===== src/rtl/core/gpab_pkg.sv =====
`default_nettype none
// ----------------------------------------------------------------------------
// gpab_pkg
// Shared types, constants and the 5x7 font ROM of the glyph pixel blender.
// ----------------------------------------------------------------------------
package gpab_pkg;

  localparam int GLYPH_ROWS = 7;
  localparam int GLYPH_COLS = 5;

  localparam logic [4:0] MAX_SCALE       = 5'd16;
  localparam logic [4:0] ROUND_MIN_SCALE = 5'd3;

  // configuration register indexes
  localparam logic [3:0] CFG_IDX_SCALE = 4'd0;
  localparam logic [3:0] CFG_IDX_INK   = 4'd1;

  localparam logic [4:0]  SCALE_RESET = 5'd2;
  localparam logic [31:0] INK_RESET   = 32'hFFEEEEEE;

  localparam logic [7:0] COV_FULL  = 8'd255;
  localparam logic [7:0] ROUND_ADD = 8'd127;

  // row 0 is the top row, bit 4 of a row is the leftmost column
  typedef logic [0:GLYPH_ROWS-1][GLYPH_COLS-1:0] glyph_t;

  typedef struct packed {
    logic       act;   // corner is rounded and the pixel lies in its radius
    logic [3:0] a;     // radius minus horizontal distance from the corner
    logic [3:0] b;     // radius minus vertical distance from the corner
  } corner_in_t;

  typedef struct packed {
    logic                  cand;   // lit cell and sub-position inside the cell
    corner_in_t [3:0]      crn;
    logic [3:0]            rad;
    logic [31:0]           under;
  } cell_a_t;

  // per-stage load enables of the pipeline
  typedef struct packed {
    logic a;
    logic b;
    logic c;
    logic d;
    logic e;
    logic f;
  } adv_t;

  function automatic glyph_t font_glyph(logic [7:0] code);
    glyph_t g;
    case (code)
      8'h20: g = {5'h00, 5'h00, 5'h00, 5'h00, 5'h00, 5'h00, 5'h00};
      8'h2B: g = {5'h00, 5'h04, 5'h04, 5'h1f, 5'h04, 5'h04, 5'h00};
      8'h2D: g = {5'h00, 5'h00, 5'h00, 5'h1f, 5'h00, 5'h00, 5'h00};
      8'h2E: g = {5'h00, 5'h00, 5'h00, 5'h00, 5'h00, 5'h0c, 5'h0c};
      8'h2F: g = {5'h01, 5'h02, 5'h02, 5'h04, 5'h08, 5'h08, 5'h10};
      8'h30: g = {5'h0e, 5'h11, 5'h13, 5'h15, 5'h19, 5'h11, 5'h0e};
      8'h31: g = {5'h04, 5'h0c, 5'h14, 5'h04, 5'h04, 5'h04, 5'h1f};
      8'h32: g = {5'h0e, 5'h11, 5'h01, 5'h02, 5'h04, 5'h08, 5'h1f};
      8'h33: g = {5'h1e, 5'h01, 5'h01, 5'h0e, 5'h01, 5'h01, 5'h1e};
      8'h34: g = {5'h02, 5'h06, 5'h0a, 5'h12, 5'h1f, 5'h02, 5'h02};
      8'h35: g = {5'h1f, 5'h10, 5'h10, 5'h1e, 5'h01, 5'h01, 5'h1e};
      8'h36: g = {5'h0e, 5'h10, 5'h10, 5'h1e, 5'h11, 5'h11, 5'h0e};
      8'h37: g = {5'h1f, 5'h01, 5'h02, 5'h04, 5'h08, 5'h08, 5'h08};
      8'h38: g = {5'h0e, 5'h11, 5'h11, 5'h0e, 5'h11, 5'h11, 5'h0e};
      8'h39: g = {5'h0e, 5'h11, 5'h11, 5'h0f, 5'h01, 5'h01, 5'h0e};
      8'h41: g = {5'h0e, 5'h11, 5'h11, 5'h1f, 5'h11, 5'h11, 5'h11};
      8'h43: g = {5'h0f, 5'h10, 5'h10, 5'h10, 5'h10, 5'h10, 5'h0f};
      8'h44: g = {5'h1e, 5'h11, 5'h11, 5'h11, 5'h11, 5'h11, 5'h1e};
      8'h45: g = {5'h1f, 5'h10, 5'h10, 5'h1e, 5'h10, 5'h10, 5'h1f};
      8'h47: g = {5'h0f, 5'h10, 5'h10, 5'h17, 5'h11, 5'h11, 5'h0f};
      8'h48: g = {5'h11, 5'h11, 5'h11, 5'h1f, 5'h11, 5'h11, 5'h11};
      8'h49: g = {5'h1f, 5'h04, 5'h04, 5'h04, 5'h04, 5'h04, 5'h1f};
      8'h4C: g = {5'h10, 5'h10, 5'h10, 5'h10, 5'h10, 5'h10, 5'h1f};
      8'h4D: g = {5'h11, 5'h1b, 5'h15, 5'h15, 5'h11, 5'h11, 5'h11};
      8'h61: g = {5'h00, 5'h00, 5'h0e, 5'h01, 5'h0f, 5'h11, 5'h0f};
      8'h64: g = {5'h01, 5'h01, 5'h0f, 5'h11, 5'h11, 5'h11, 5'h0f};
      8'h65: g = {5'h00, 5'h00, 5'h0e, 5'h11, 5'h1f, 5'h10, 5'h0e};
      8'h67: g = {5'h00, 5'h00, 5'h0f, 5'h11, 5'h0f, 5'h01, 5'h0e};
      8'h68: g = {5'h10, 5'h10, 5'h1e, 5'h11, 5'h11, 5'h11, 5'h11};
      8'h69: g = {5'h04, 5'h00, 5'h0c, 5'h04, 5'h04, 5'h04, 5'h0e};
      8'h6D: g = {5'h00, 5'h00, 5'h1a, 5'h15, 5'h15, 5'h15, 5'h15};
      8'h6E: g = {5'h00, 5'h00, 5'h1e, 5'h11, 5'h11, 5'h11, 5'h11};
      8'h6F: g = {5'h00, 5'h00, 5'h0e, 5'h11, 5'h11, 5'h11, 5'h0e};
      8'h70: g = {5'h00, 5'h00, 5'h1e, 5'h11, 5'h1e, 5'h10, 5'h10};
      8'h72: g = {5'h00, 5'h00, 5'h16, 5'h19, 5'h10, 5'h10, 5'h10};
      8'h73: g = {5'h00, 5'h00, 5'h0f, 5'h10, 5'h0e, 5'h01, 5'h1e};
      8'h74: g = {5'h04, 5'h04, 5'h1f, 5'h04, 5'h04, 5'h04, 5'h03};
      8'h75: g = {5'h00, 5'h00, 5'h11, 5'h11, 5'h11, 5'h13, 5'h0d};
      8'h79: g = {5'h00, 5'h00, 5'h11, 5'h11, 5'h0f, 5'h01, 5'h0e};
      8'h4E: g = {5'h11, 5'h19, 5'h19, 5'h15, 5'h13, 5'h13, 5'h11};
      8'h4F: g = {5'h0e, 5'h11, 5'h11, 5'h11, 5'h11, 5'h11, 5'h0e};
      8'h50: g = {5'h1e, 5'h11, 5'h11, 5'h1e, 5'h10, 5'h10, 5'h10};
      8'h52: g = {5'h1e, 5'h11, 5'h11, 5'h1e, 5'h14, 5'h12, 5'h11};
      8'h53: g = {5'h0f, 5'h10, 5'h10, 5'h0e, 5'h01, 5'h01, 5'h1e};
      8'h54: g = {5'h1f, 5'h04, 5'h04, 5'h04, 5'h04, 5'h04, 5'h04};
      8'h55: g = {5'h11, 5'h11, 5'h11, 5'h11, 5'h11, 5'h11, 5'h0e};
      8'h58: g = {5'h11, 5'h11, 5'h0a, 5'h04, 5'h0a, 5'h11, 5'h11};
      8'h59: g = {5'h11, 5'h11, 5'h0a, 5'h04, 5'h04, 5'h04, 5'h04};
      8'h5A: g = {5'h1f, 5'h01, 5'h02, 5'h04, 5'h08, 5'h10, 5'h1f};
      // question mark, also drawn for every unknown code
      default: g = {5'h0e, 5'h11, 5'h01, 5'h02, 5'h04, 5'h00, 5'h04};
    endcase
    return g;
  endfunction

  // cell lookup with everything outside the 5x7 grid unlit
  function automatic logic cell_lit(glyph_t g, logic signed [4:0] r, logic signed [4:0] c);
    logic [2:0] ci;
    ci = 3'd0;
    if (r < 5'sd0 || r > 5'sd6 || c < 5'sd0 || c > 5'sd4) begin
      return 1'b0;
    end
    ci = 3'(3'd4 - c[2:0]);
    return g[r[2:0]][ci];
  endfunction

  function automatic logic [11:0] sq7(logic [6:0] v);
    logic [13:0] p;
    p = 14'(v) * 14'(v);
    return p[11:0];
  endfunction

endpackage

`default_nettype wire


===== src/rtl/core/gpab_ifs.sv =====
`default_nettype none
// ----------------------------------------------------------------------------
// gpab channel interfaces
// Valid/ready channels for pixel items, result items and register writes.
// ----------------------------------------------------------------------------
interface gpab_in_if;
  logic        valid;
  logic        ready;
  logic [7:0]  char_code;
  logic [2:0]  cell_row;
  logic [2:0]  cell_column;
  logic [3:0]  sub_x;
  logic [3:0]  sub_y;
  logic [31:0] under_pixel;

  modport source (output valid, char_code, cell_row, cell_column, sub_x, sub_y,
                  under_pixel, input ready);
  modport sink   (input valid, char_code, cell_row, cell_column, sub_x, sub_y,
                  under_pixel, output ready);
endinterface

interface gpab_out_if;
  logic        valid;
  logic        ready;
  logic [31:0] pixel_out;
  logic        write_enable;
  logic [7:0]  coverage_out;

  modport source (output valid, pixel_out, write_enable, coverage_out, input ready);
  modport sink   (input valid, pixel_out, write_enable, coverage_out, output ready);
endinterface

interface gpab_cfg_if;
  logic        valid;
  logic        ready;
  logic [3:0]  index;
  logic [31:0] data;

  modport source (output valid, index, data, input ready);
  modport sink   (input valid, index, data, output ready);
endinterface

`default_nettype wire


===== src/rtl/core/gpab_cell.sv =====
`default_nettype none
// ----------------------------------------------------------------------------
// gpab_cell
// Stage A: font lookup, 3x3 neighborhood, corner selection and distances.
// ----------------------------------------------------------------------------
module gpab_cell import gpab_pkg::*; (
  input  wire logic        clk,
  input  wire adv_t        ld,
  input  wire logic [4:0]  glyph_scale,
  input  wire logic [7:0]  char_code,
  input  wire logic [2:0]  cell_row,
  input  wire logic [2:0]  cell_column,
  input  wire logic [3:0]  sub_x,
  input  wire logic [3:0]  sub_y,
  input  wire logic [31:0] under_pixel,
  output cell_a_t          cell_a_r
);

  glyph_t            g;
  logic signed [4:0] r, c;
  logic              n, s, w, e, nw, ne, sw, se, here;
  logic [4:0]        scl;
  logic [3:0]        rad;
  logic              rnd, sub_ok;
  logic [3:0]        px_l, px_r, py_t, py_b;
  logic [3:0]        crn_cond;
  logic [3:0][3:0]   cpx, cpy;
  cell_a_t           cell_nxt;

  always_comb begin
    g    = font_glyph(char_code);
    r    = signed'({2'b00, cell_row});
    c    = signed'({2'b00, cell_column});
    here = cell_lit(g, r, c);
    n    = cell_lit(g, r - 5'sd1, c);
    s    = cell_lit(g, r + 5'sd1, c);
    w    = cell_lit(g, r, c - 5'sd1);
    e    = cell_lit(g, r, c + 5'sd1);
    nw   = cell_lit(g, r - 5'sd1, c - 5'sd1);
    ne   = cell_lit(g, r - 5'sd1, c + 5'sd1);
    sw   = cell_lit(g, r + 5'sd1, c - 5'sd1);
    se   = cell_lit(g, r + 5'sd1, c + 5'sd1);

    scl    = (glyph_scale > MAX_SCALE) ? MAX_SCALE : glyph_scale;
    rad    = scl[4:1];
    rnd    = (scl >= ROUND_MIN_SCALE);
    sub_ok = ({1'b0, sub_x} < scl) && ({1'b0, sub_y} < scl);

    // distances from the left/right and top/bottom cell edges
    px_l = sub_x;
    px_r = 4'(scl - 5'd1 - {1'b0, sub_x});
    py_t = sub_y;
    py_b = 4'(scl - 5'd1 - {1'b0, sub_y});

    // corner order: top-left, top-right, bottom-left, bottom-right
    crn_cond = {!s && !e && !se, !s && !w && !sw, !n && !e && !ne, !n && !w && !nw};
    cpx      = {px_r, px_l, px_r, px_l};
    cpy      = {py_b, py_b, py_t, py_t};

    cell_nxt.cand  = here && sub_ok;
    cell_nxt.rad   = rad;
    cell_nxt.under = under_pixel;
    for (int k = 0; k < 4; k++) begin
      cell_nxt.crn[k].act = crn_cond[k] && rnd && (cpx[k] < rad) && (cpy[k] < rad);
      cell_nxt.crn[k].a   = 4'(rad - cpx[k]);
      cell_nxt.crn[k].b   = 4'(rad - cpy[k]);
    end
  end

  always_ff @(posedge clk) begin
    if (ld.a) begin
      cell_a_r <= cell_nxt;
    end
  end

endmodule

`default_nettype wire


===== src/rtl/core/gpab_corner.sv =====
`default_nettype none
// ----------------------------------------------------------------------------
// gpab_corner
// Stages B and C: 4x4 supersampled circle coverage of one rounded corner.
// ----------------------------------------------------------------------------
module gpab_corner import gpab_pkg::*; (
  input  wire logic       clk,
  input  wire adv_t       ld,
  input  wire corner_in_t crn_a,
  input  wire logic [3:0] rad_a,
  output logic [7:0]      cov_c_r
);

  logic             act_b_r;
  logic [3:0][11:0] dxsq_b_r, dysq_b_r;
  logic [12:0]      rsq_b_r;

  logic [3:0][11:0] dxsq, dysq;
  logic [12:0]      rsq;
  logic [13:0]      rprod;
  logic [6:0]       r8;
  logic [15:0]      hits;
  logic [4:0]       cnt;
  logic [12:0]      scaled;
  logic [7:0]       cov_nxt;

  // sample offsets 1, 3, 5, 7 in eighths of a pixel
  always_comb begin
    for (int i = 0; i < 4; i++) begin
      dxsq[i] = sq7(7'({crn_a.a, 3'b000}) - 7'(2 * i + 1));
      dysq[i] = sq7(7'({crn_a.b, 3'b000}) - 7'(2 * i + 1));
    end
    r8    = {rad_a, 3'b000};
    rprod = 14'(r8) * 14'(r8);
    rsq   = rprod[12:0];
  end

  always_ff @(posedge clk) begin
    if (ld.b) begin
      act_b_r  <= crn_a.act;
      dxsq_b_r <= dxsq;
      dysq_b_r <= dysq;
      rsq_b_r  <= rsq;
    end
  end

  always_comb begin
    for (int j = 0; j < 4; j++) begin
      for (int i = 0; i < 4; i++) begin
        hits[j * 4 + i] = (13'(dxsq_b_r[i]) + 13'(dysq_b_r[j])) <= rsq_b_r;
      end
    end
    cnt     = 5'($countones(hits));
    // (cnt * 255 + 8) / 16
    scaled  = (13'(cnt) << 8) - 13'(cnt) + 13'd8;
    cov_nxt = act_b_r ? scaled[11:4] : COV_FULL;
  end

  always_ff @(posedge clk) begin
    if (ld.c) begin
      cov_c_r <= cov_nxt;
    end
  end

endmodule

`default_nettype wire


===== src/rtl/core/gpab_blend.sv =====
`default_nettype none
// ----------------------------------------------------------------------------
// gpab_blend
// Stages D to F: corner minimum, per-channel ink mix and rounded /255.
// ----------------------------------------------------------------------------
module gpab_blend import gpab_pkg::*; (
  input  wire logic            clk,
  input  wire adv_t            ld,
  input  wire logic [31:0]     ink_color,
  input  wire logic            cand_c,
  input  wire logic [31:0]     under_c,
  input  wire logic [3:0][7:0] cov_c,
  output logic [31:0]          pixel_f_r,
  output logic                 we_f_r,
  output logic [7:0]           cov_f_r
);

  // stage D
  logic [7:0]  m01, m23, cmin;
  logic        we_d_r;
  logic [7:0]  cov_d_r, inv_d_r;
  logic [31:0] under_d_r;

  // stage E
  logic [3:0][15:0] sum_e_r, sum_nxt;
  logic             we_e_r;
  logic [7:0]       cov_e_r;
  logic [31:0]      under_e_r;

  // stage F
  logic [3:0][16:0] q17;
  logic [31:0]      mixed;

  always_comb begin
    m01  = (cov_c[0] < cov_c[1]) ? cov_c[0] : cov_c[1];
    m23  = (cov_c[2] < cov_c[3]) ? cov_c[2] : cov_c[3];
    cmin = (m01 < m23) ? m01 : m23;
  end

  always_ff @(posedge clk) begin
    if (ld.d) begin
      we_d_r    <= cand_c && (cmin != 8'd0);
      cov_d_r   <= cmin;
      inv_d_r   <= COV_FULL - cmin;
      under_d_r <= under_c;
    end
  end

  always_comb begin
    for (int k = 0; k < 4; k++) begin
      sum_nxt[k] = 16'(16'(under_d_r[8*k +: 8]) * 16'(inv_d_r))
                 + 16'(16'(ink_color[8*k +: 8]) * 16'(cov_d_r))
                 + 16'(ROUND_ADD);
    end
  end

  always_ff @(posedge clk) begin
    if (ld.e) begin
      sum_e_r   <= sum_nxt;
      we_e_r    <= we_d_r;
      cov_e_r   <= cov_d_r;
      under_e_r <= under_d_r;
    end
  end

  // x / 255 = (x + 1 + x / 256) / 256 over the range of these sums
  always_comb begin
    for (int k = 0; k < 4; k++) begin
      q17[k]          = 17'(sum_e_r[k]) + 17'd1 + 17'(sum_e_r[k][15:8]);
      mixed[8*k +: 8] = q17[k][15:8];
    end
  end

  always_ff @(posedge clk) begin
    if (ld.f) begin
      we_f_r    <= we_e_r;
      cov_f_r   <= we_e_r ? cov_e_r : 8'd0;
      pixel_f_r <= we_e_r ? mixed : under_e_r;
    end
  end

endmodule

`default_nettype wire


===== src/rtl/core/glyph_pixel_antialias_blend.sv =====
`default_nettype none
// ----------------------------------------------------------------------------
// glyph_pixel_antialias_blend
// Antialiased 5x7 font pixel blender with rounded glyph corners.
// ----------------------------------------------------------------------------
//  channel  | dir | payload
//  in_ch    | in  | char_code, cell_row, cell_column, sub_x, sub_y, under_pixel
//  out_ch   | out | pixel_out, write_enable, coverage_out
//  cfg_ch   | in  | index (0 glyph_scale, 1 ink_color), data
//
//  One item per clock while the output is ready; one register stage each for
//  cell lookup, corner distance squares, sample count, corner minimum,
//  channel products and the /255 rounding that feeds the output register.
//  Each stage loads when it is empty or the next one moves, so bubbles close
//  up and a stalled output still lets upstream stages fill.
//  Synchronous active-low reset clears valid bits and loads register defaults.
// ----------------------------------------------------------------------------
module glyph_pixel_antialias_blend import gpab_pkg::*; (
  input  wire logic   clk,
  input  wire logic   rst_n,
  gpab_in_if.sink     in_ch,
  gpab_out_if.source  out_ch,
  gpab_cfg_if.sink    cfg_ch
);

  localparam int NSTG = 6;

  logic [4:0]      glyph_scale_r;
  logic [31:0]     ink_color_r;
  logic [NSTG-1:0] vld_r, vin, rdy;
  adv_t            ld;

  cell_a_t         cell_a_r;
  logic            cand_b_r, cand_c_r;
  logic [31:0]     under_b_r, under_c_r;
  logic [3:0][7:0] cov_c;

  assign cfg_ch.ready = 1'b1;

  always_ff @(posedge clk) begin
    if (!rst_n) begin
      glyph_scale_r <= SCALE_RESET;
      ink_color_r   <= INK_RESET;
    end else if (cfg_ch.valid) begin
      if (cfg_ch.index == CFG_IDX_SCALE) begin
        glyph_scale_r <= cfg_ch.data[4:0];
      end else if (cfg_ch.index == CFG_IDX_INK) begin
        ink_color_r <= cfg_ch.data;
      end
    end
  end

  // stage k takes a new item when empty or when stage k+1 takes its item
  always_comb begin
    vin = {vld_r[NSTG-2:0], in_ch.valid};
    rdy[NSTG-1] = !vld_r[NSTG-1] || out_ch.ready;
    for (int k = NSTG - 2; k >= 0; k--) begin
      rdy[k] = !vld_r[k] || rdy[k+1];
    end
    ld.a = rdy[0] && vin[0];
    ld.b = rdy[1] && vin[1];
    ld.c = rdy[2] && vin[2];
    ld.d = rdy[3] && vin[3];
    ld.e = rdy[4] && vin[4];
    ld.f = rdy[5] && vin[5];
  end

  always_ff @(posedge clk) begin
    if (!rst_n) begin
      vld_r <= '0;
    end else begin
      for (int k = 0; k < NSTG; k++) begin
        if (rdy[k]) begin
          vld_r[k] <= vin[k];
        end
      end
    end
  end

  assign in_ch.ready  = rdy[0];
  assign out_ch.valid = vld_r[NSTG-1];

  gpab_cell u_cell (
    .clk         (clk),
    .ld          (ld),
    .glyph_scale (glyph_scale_r),
    .char_code   (in_ch.char_code),
    .cell_row    (in_ch.cell_row),
    .cell_column (in_ch.cell_column),
    .sub_x       (in_ch.sub_x),
    .sub_y       (in_ch.sub_y),
    .under_pixel (in_ch.under_pixel),
    .cell_a_r    (cell_a_r)
  );

  for (genvar k = 0; k < 4; k++) begin : g_crn
    gpab_corner u_corner (
      .clk     (clk),
      .ld      (ld),
      .crn_a   (cell_a_r.crn[k]),
      .rad_a   (cell_a_r.rad),
      .cov_c_r (cov_c[k])
    );
  end

  // carry the pass-through fields alongside the corner stages
  always_ff @(posedge clk) begin
    if (ld.b) begin
      cand_b_r  <= cell_a_r.cand;
      under_b_r <= cell_a_r.under;
    end
    if (ld.c) begin
      cand_c_r  <= cand_b_r;
      under_c_r <= under_b_r;
    end
  end

  gpab_blend u_blend (
    .clk       (clk),
    .ld        (ld),
    .ink_color (ink_color_r),
    .cand_c    (cand_c_r),
    .under_c   (under_c_r),
    .cov_c     (cov_c),
    .pixel_f_r (out_ch.pixel_out),
    .we_f_r    (out_ch.write_enable),
    .cov_f_r   (out_ch.coverage_out)
  );

`ifndef SYNTHESIS
  a_we_cov: assert property (@(posedge clk) disable iff (!rst_n)
    out_ch.valid && out_ch.write_enable |-> out_ch.coverage_out != 8'd0)
    else $error("write item with zero coverage");

  a_nowe_cov: assert property (@(posedge clk) disable iff (!rst_n)
    out_ch.valid && !out_ch.write_enable |-> out_ch.coverage_out == 8'd0)
    else $error("skipped item carries coverage");

  a_full_stall: assert property (@(posedge clk) disable iff (!rst_n)
    !in_ch.ready |-> ($countones(vld_r) == NSTG) && !out_ch.ready)
    else $error("input stalled while pipeline has room");

  a_drain: assert property (@(posedge clk) disable iff (!rst_n)
    vld_r[NSTG-2] && out_ch.ready |=> out_ch.valid)
    else $error("item lost between last stages");
`endif

endmodule

`default_nettype wire

===== src/flat_wrapper.sv =====
// flat-port wrapper written by rule: the top's interface ports become plain ports
module glyph_pixel_antialias_blend_flat import gpab_pkg::*;
  (clk, rst_n, in_ch_valid, in_ch_char_code, in_ch_cell_row, in_ch_cell_column, in_ch_sub_x, in_ch_sub_y, in_ch_under_pixel, in_ch_ready, out_ch_valid, out_ch_pixel_out, out_ch_write_enable, out_ch_coverage_out, out_ch_ready, cfg_ch_valid, cfg_ch_index, cfg_ch_data, cfg_ch_ready);
  gpab_in_if in_ch_i ();
  gpab_out_if out_ch_i ();
  gpab_cfg_if cfg_ch_i ();
  input  wire logic clk;
  input  wire logic rst_n;
  input wire logic [$bits(in_ch_i.valid)-1:0] in_ch_valid;
  input wire logic [$bits(in_ch_i.char_code)-1:0] in_ch_char_code;
  input wire logic [$bits(in_ch_i.cell_row)-1:0] in_ch_cell_row;
  input wire logic [$bits(in_ch_i.cell_column)-1:0] in_ch_cell_column;
  input wire logic [$bits(in_ch_i.sub_x)-1:0] in_ch_sub_x;
  input wire logic [$bits(in_ch_i.sub_y)-1:0] in_ch_sub_y;
  input wire logic [$bits(in_ch_i.under_pixel)-1:0] in_ch_under_pixel;
  output wire logic [$bits(in_ch_i.ready)-1:0] in_ch_ready;
  output wire logic [$bits(out_ch_i.valid)-1:0] out_ch_valid;
  output wire logic [$bits(out_ch_i.pixel_out)-1:0] out_ch_pixel_out;
  output wire logic [$bits(out_ch_i.write_enable)-1:0] out_ch_write_enable;
  output wire logic [$bits(out_ch_i.coverage_out)-1:0] out_ch_coverage_out;
  input wire logic [$bits(out_ch_i.ready)-1:0] out_ch_ready;
  input wire logic [$bits(cfg_ch_i.valid)-1:0] cfg_ch_valid;
  input wire logic [$bits(cfg_ch_i.index)-1:0] cfg_ch_index;
  input wire logic [$bits(cfg_ch_i.data)-1:0] cfg_ch_data;
  output wire logic [$bits(cfg_ch_i.ready)-1:0] cfg_ch_ready;
  assign in_ch_i.valid = in_ch_valid;
  assign in_ch_i.char_code = in_ch_char_code;
  assign in_ch_i.cell_row = in_ch_cell_row;
  assign in_ch_i.cell_column = in_ch_cell_column;
  assign in_ch_i.sub_x = in_ch_sub_x;
  assign in_ch_i.sub_y = in_ch_sub_y;
  assign in_ch_i.under_pixel = in_ch_under_pixel;
  assign in_ch_ready = in_ch_i.ready;
  assign out_ch_valid = out_ch_i.valid;
  assign out_ch_pixel_out = out_ch_i.pixel_out;
  assign out_ch_write_enable = out_ch_i.write_enable;
  assign out_ch_coverage_out = out_ch_i.coverage_out;
  assign out_ch_i.ready = out_ch_ready;
  assign cfg_ch_i.valid = cfg_ch_valid;
  assign cfg_ch_i.index = cfg_ch_index;
  assign cfg_ch_i.data = cfg_ch_data;
  assign cfg_ch_ready = cfg_ch_i.ready;
  glyph_pixel_antialias_blend u_core (.clk(clk), .rst_n(rst_n), .in_ch(in_ch_i), .out_ch(out_ch_i), .cfg_ch(cfg_ch_i));
endmodule

===== config.mk =====
export PLATFORM = sky130hd
export DESIGN_NAME = glyph_pixel_antialias_blend_flat
export DESIGN_NICKNAME = d
export VERILOG_FILES = /design/src/rtl/core/gpab_pkg.sv /design/src/rtl/core/gpab_ifs.sv /design/src/rtl/core/gpab_cell.sv /design/src/rtl/core/gpab_corner.sv /design/src/rtl/core/gpab_blend.sv /design/src/rtl/core/glyph_pixel_antialias_blend.sv /design/src/flat_wrapper.sv
export SDC_FILE = /design/constraint.sdc
export NUM_CORES = 2
export LEC_CHECK = 0
export ABC_AREA = 1
export BUFFER_PORTS_ARGS = -buffer_cell sky130_fd_sc_hd__buf_2
export CAP_MARGIN = 20
export CORE_MARGIN = 5
export CORE_UTILIZATION = 25
export CTS_BUF_LIST = sky130_fd_sc_hd__clkbuf_8
export DETAILED_ROUTE_END_ITERATION = 8
export PLACE_DENSITY = 0.42
export SETUP_SLACK_MARGIN = 0.1
export SLEW_MARGIN = 20
export SYNTH_ARGS = -nofsm -noshare
export SYNTH_HDL_FRONTEND = slang
export SYNTH_HIERARCHICAL = 1
export SYNTH_MEMORY_MAX_BITS = 65536
export SYNTH_SLANG_ARGS = --single-unit

===== constraint.sdc =====
create_clock -name clk -period 30.1 [get_ports clk]
set_input_delay 9.03 -clock clk [delete_from_list [all_inputs] [get_ports clk]]
set_output_delay 9.03 -clock clk [all_outputs]
set_load 0.1 [all_outputs]

# After elaboration in Yosys (flattened, before gate mapping)
# Memory sizes are Yosys's and may differ from the RTL's.
# Index checks and enable logic that the tools add are counted.
[totals]
register_bits = 596
rom_bits = 4480
input_bits = 95
out_inout_bits = 44
wordCells = 493
mem_count = 1
[classes]
add_sub_neg = 179
multipliers = 25
order_cmp = 91
n_eq_ne = 1
muxes = 60
n_bitwise = 4
n_reduce_logical = 70
[memory_table]
columns = ["memory", "depth", "width", "rd", "rd_clocked_by_memory_dff", "wr", "line", "source"]
rows = [
  ["(no name shown)", 128, 35, 1, 0, 0, "gpab_pkg.sv:52", "case (code)"],
]
[ops]
columns = ["operator", "n"]
rows = [
  ["12-bit by 12-bit adder with 13-bit output", 64],
  ["13-bit less-or-equal comparator", 64],
  ["7-bit by 7-bit multiplier with 12-bit output", 16],
  ["8-bit by 8-bit multiplier with 16-bit output", 8],
  ["1-bit by 1-bit adder with 2-bit output", 32],
  ["16-bit by 1-bit adder with 16-bit output, second input constant", 4],
  ["16-bit adder", 4],
  ["16-bit by 7-bit adder with 16-bit output, second input constant", 4],
  ["16-bit by 8-bit adder with 16-bit output", 4],
  ["7-bit by 3-bit subtractor with 7-bit output, second input constant", 8],
  ["12-bit by 4-bit adder with 12-bit output, second input constant", 4],
  ["2-bit by 2-bit adder with 3-bit output", 16],
  ["12-bit by 5-bit subtractor with 12-bit output", 4],
  ["5-bit binary-select mux with 3-bit select", 3],
  ["1-bit 2-to-1 mux", 36],
  ["35-bit 2-to-1 mux", 1],
  ["5-bit 2-to-1 mux", 7],
  ["3-bit by 3-bit adder with 4-bit output", 8],
  ["32-bit 2-to-1 mux", 1],
  ["1-bit logical AND", 29],
  ["7-bit by 1-bit subtractor with 7-bit output, second input constant", 4],
  ["7-bit by 2-bit subtractor with 7-bit output, second input constant", 4],
  ["1-bit binary-select mux with 3-bit select", 9],
  ["8-bit less-than comparator", 3],
  ["other kinds (28)", 93],
]

# Logic depth before layout (Yosys ltp)
[logic_depth]
ltp_word = 14
ltp_mapped = 34

# Cells and area by module
# The synthesis kept the hierarchy.
[by_module_without_submodules]
columns = ["module", "instances", "cells_per_inst", "area_each_um2", "seq_area_each_um2"]
rows = [
  ["gpab_blend", 1, 2906, 26073.8, 5855.6],
  ["gpab_corner (u_core.g_crn[3].u_corner)", 1, 1817, 14047.2, 2282.2],
  ["gpab_corner (u_core.g_crn[2].u_corner)", 1, 1815, 13959.6, 2282.2],
  ["gpab_corner (u_core.g_crn[1].u_corner)", 1, 1812, 13958.4, 2282.2],
  ["gpab_corner (u_core.g_crn[0].u_corner)", 1, 1812, 13917.1, 2282.2],
  ["gpab_cell", 1, 1044, 6770.2, 1711.6],
  ["glyph_pixel_antialias_blend", 1, 269, 3548.4, 2842.7],
]

# Worst setup path after synthesis
# OpenSTA, ideal clock, no wires.
[synth_timing]
path_kind = "input-to-reg"
from = "input port out_ch_ready"
to = "register u_core.cand_b_r, enable pin"
setup_ns = 1.072
arrival_time_ns = 23.924
t_required_ns = 29.028
setup_slack_ns = 5.104
cell_stages = 6
cell_sequence = "inv_1 > nand3_1 > nor2_2 > nand2_1 > inv_1 > a21oi_1"
[synth_rtl]
columns = ["element", "line", "source"]
rows = [
  ["from (decl)", "flat_wrapper.sv:21", "input wire logic [$bits(out_ch_i.ready)-1:0] out_ch_ready;"],
  ["to (signal assigned)", "glyph_pixel_antialias_blend.sv:109", "cand_b_r <= cell_a_r.cand;"],
  ["to (decl)", "glyph_pixel_antialias_blend.sv:34", "logic cand_b_r, cand_c_r;"],
]

# Final worst setup path
[layout_timing]
from = "input port out_ch_ready"
to = "output port in_ch_ready"
[layout_via]
elab_chain_len = 6
[layout_lines]
columns = ["element", "line", "source"]
rows = [
  ["1-bit logical OR", "glyph_pixel_antialias_blend.sv:56", "rdy[NSTG-1] = !vld_r[NSTG-1] || out_ch.ready;"],
  ["1-bit logical OR (5 in series)", "glyph_pixel_antialias_blend.sv:58", "rdy[k] = !vld_r[k] || rdy[k+1];"],
  ["to (decl)", "flat_wrapper.sv:16", "output wire logic [$bits(in_ch_i.ready)-1:0] in_ch_ready;"],
]
# No other way between the ends.

==> impl_metrics.py <==
metrics = {
    "die": {
        "rows": 223,
        "initial_utilization_pct": 25.1,
        "dieArea_mm2": 0.381,
        "fp.dieH_um": 618,
        "die_w_um": 618,
        "io_pins": 139,
        "core_area_mm2": 0.368,
    },
    "setup_path": {
        "r2r-end": "u_core/g_crn[2].u_corner/cov_c_r[2]",
        "timing.rr.start": "u_core/g_crn[2].u_corner/dysq_b_r[33]",
        "cp-end-kind": "primary output",
        "critPathMaxStageDelay_ps": 370,
        "cp.arrival_ps": 10160,
        "startpoint_type": "input port",
        "ff2ff_setup_slack_ps": 23100,
        "crit_required_ps": 21070,
        "path_cells": "buf_2 > inv_1 > nand3_1 > nor2_2 > nand4_1 > buf_2",
        "critPathKind": "in2out",
        "crit_slowest_cell": "buf_2",
        "crit_top_cell": "buf_2",
        "rr_worst_depth": 30,
        "crit_path_max_fanout": 4,
    },
    "detailed_routing": {
        "vias": 71400,
        "drcViolationCount": 0,
        "firstDrtPassIters": 8,
        "detail_route.wirelength_mm": 268,
        "ant_nets": 0,
        "dr.first_iter.drc_count": 3595,
        "routed_via_density": 4.32,
        "wl_per_cell_um": 16.2,
    },
    "synth": {
        "synth-seq-area-share_pct": 21.2,
        "synth_top_cell_area_share_pct": 22.7,
        "synth_edf_count": 622,
        "synth_top_area_cell": "ha_1",
        "ys_warn_count": 6,
        "yosys-top-cells-area": "ha_1 (23%), edfxtp_1 (20%), fa_1 (13%)",
        "async_flop_share_pct": 0,
        "synth.most_common_cell": "nand2_1",
        "ys_ff_latch": 665,
        "synthTopCellsByCount": "nand2_1 (2877), inv_1 (2198), ha_1 (1677)",
        "synth_flop_cell": "edfxtp_1",
        "synth.distinct_cells": 68,
        "syn-cell-area_mm2": 0.0923,
        "syn_inst": 11500,
        "syn_area_per_cell_um2": 8.04,
        "synth_fp_nets": 13800,
    },
    "cells_and_area": {
        "drive_gt1_share_pct": 5.16,
        "regArea_mm2": 0.0195,
        "synthToLayoutAreaGrowth_pct": 9.69,
        "fillers": 40200,
        "final_util_pct": 27.5,
        "final_nets": 14000,
        "multi_input_area_mm2": 0.0632,
    },
    "min_path": {
        "hp-start": "u_core/under_b_r[14]",
        "holdPathStages": 0,
        "holdPathEnd": "u_core/under_c_r[14]",
        "hp-class": "reg2reg",
    },
    "timing": {
        "finalHoldViolCount": 0,
        "drv_slew": 0,
        "fmax_mhz": 52.1,
        "setup_slack_ps": 10910,
        "period_share_pct": 63.8,
        "rsz0062_at_grt": "no",
        "skew_ps": 98.1,
        "setup_viol": 0,
        "fin_crit_ps": 19190,
        "fin_tns_setup_ps": 0,
        "whs_ps": 399,
        "worst_pin_slew_ps": 967,
        "slew_headroom_pct": 35.5,
    },
    "clocking": {
        "htreeDepth": 4,
        "clock_latency_ps": 980,
        "cts_tree": "built",
        "cts_setup_buffers": 0,
        "numCtsBuffers": 144,
        "numClockSinks": 665,
        "holdBufCountCts": 0,
        "clk_pin_slew_worst_paths_ps": 60,
        "clock_path_buffers": 4,
        "ctsResizeCount": 0,
        "clockRootBuffer": "clkbuf_8",
    },
    "placement": {
        "place_ws_ps": 10920,
        "dp_hpwl_mm": 213,
        "finalWeightedCongestion": 0.848,
        "port_buffers": 137,
    },
    "flow_run": {
        "maxCapViolations": 0,
    },
    "global_routing": {
        "grt_usage_pct": 14.0,
        "grt_overflow": 0,
        "antenna_found_initial": 2,
        "grt_max_degree": 127,
        "first_global_vias": 71400,
        "grt_pass1_wl_mm": 419,
    },
    "run_status": {
        "status": "finished, final reports clean",
    },
}
-- layer usage --
layer | track usage (%) | wire, um | vias up
met2 | 23.2 | 122000 | 957
met1 | 19.6 | 131000 | 33100
li1 | - | - | 37100
met3 | 1.39 | 8980 | 241
met5 | 0 | 0 | -
met4 | 2.79 | 4910 | 0
-- worst max-delay path by stage --
stage               slack (ps)    startpoint         endpoint
floorplan                 5100  out_ch_ready  u_core/cand_b_r
global placement         10920  out_ch_ready      in_ch_ready
detailed placement       10920  out_ch_ready      in_ch_ready
CTS                      10910  out_ch_ready      in_ch_ready
global route             10810  out_ch_ready      in_ch_ready
finish                   10910  out_ch_ready      in_ch_ready
-- layout make-up --
cell class | count | area share [%]
sequential | 665 | 19.3
inverter | 2235 | 8.32
clock buffer | 146 | 1.99
tap | 4837 | 5.98
multi-input combinational | 8347 | 62.4
clock inverter | 106 | 0.738
antenna | 3 | 0.00742
timing repair buffer | 207 | 1.22
-- state kept, by name, summed over array words and instances, names as in the netlist, 24 cells and up --
| register | cells |
|---|---|
| u_core/g_crn.u_corner/dxsq_b_r | 124 |
| u_core/g_crn.u_corner/dysq_b_r | 120 |
| u_core/u_blend/sum_e_r | 64 |
| u_core/u_cell/cell_a_r | 57 |
| u_core/g_crn.u_corner/cov_c_r | 32 |
| u_core/ink_color_r | 32 |
| u_core/u_blend/pixel_f_r | 32 |
| u_core/u_blend/under_d_r | 32 |
| u_core/u_blend/under_e_r | 32 |
| u_core/under_b_r | 32 |
| u_core/under_c_r | 32 |
| u_core/g_crn.u_corner/rsq_b_r | 24 |
-- cell families after synthesis --
group | Yosys count | synth area share [%]
buffers and inverters | 2463 | 10.4
xor gates and xnor gates | 614 | 5.88
other | 1 | 0.00406
AOI/OAI and AO/OA | 1185 | 7.37
adders and majority gates | 2276 | 35.7
and+or+nand+nor | 4271 | 19.5
DFF | 665 | 21.2
-- worst max-delay path, delay by kind of cell --
family / cells / cell delay (ps)
buf+inv: 3 / 590
simple gates: 3 / 530
-- placed cells by master (no fill, tap or decap), types with 10 or more instances in the layout --
cell type / synthesis / routed
nand3_1: 653 / 653
xnor2_1: 172 / 172
fa_1: 599 / 599
buf_4: 34 / 68
clkinv_1: 4 / 33
xor2_1: 435 / 435
o211ai_1: 36 / 36
a31oi_1: 19 / 19
inv_2: 26 / 28
o21ai_0: 190 / 190
o21a_1: 16 / 16
nor3_1: 28 / 28
a211oi_1: 23 / 23
nand4_1: 114 / 114
nand2_1: 2877 / 2877
a21oi_2: 14 / 14
dfxtp_1: 43 / 43
nor2_2: 16 / 16
o21ai_2: 20 / 20
edfxtp_1: 622 / 622
buf_2: 27 / 137
ha_1: 1677 / 1677
inv_1: 2198 / 2227
a31o_2: 12 / 12
a21oi_1: 663 / 661
o21bai_1: 87 / 87
clkbuf_8: 0 / 146
nand3_2: 10 / 10
o2111ai_1: 14 / 14
o31ai_1: 15 / 15
clkinv_2: 0 / 19
nor2_1: 390 / 389
nand3b_1: 89 / 89
a21o_1: 29 / 29
or2_2: 22 / 22
o21ai_1: 23 / 23
nand2_2: 34 / 34
-- stage by stage --
| stage | area [um2] | instances |
|---|---|---|
| final | 101000 | 16500 |
| after global routing | 101000 | 16500 |
| after detailed placement | 98400 | 16300 |
| after floorplan | 92300 | 11500 |
| after global placement | 98400 | 16300 |
| after CTS | 101000 | 16500 |
Power is left out: the tool's default activity adds up to more than one toggle a clock period on the data nets, which glitch-free logic cannot reach.
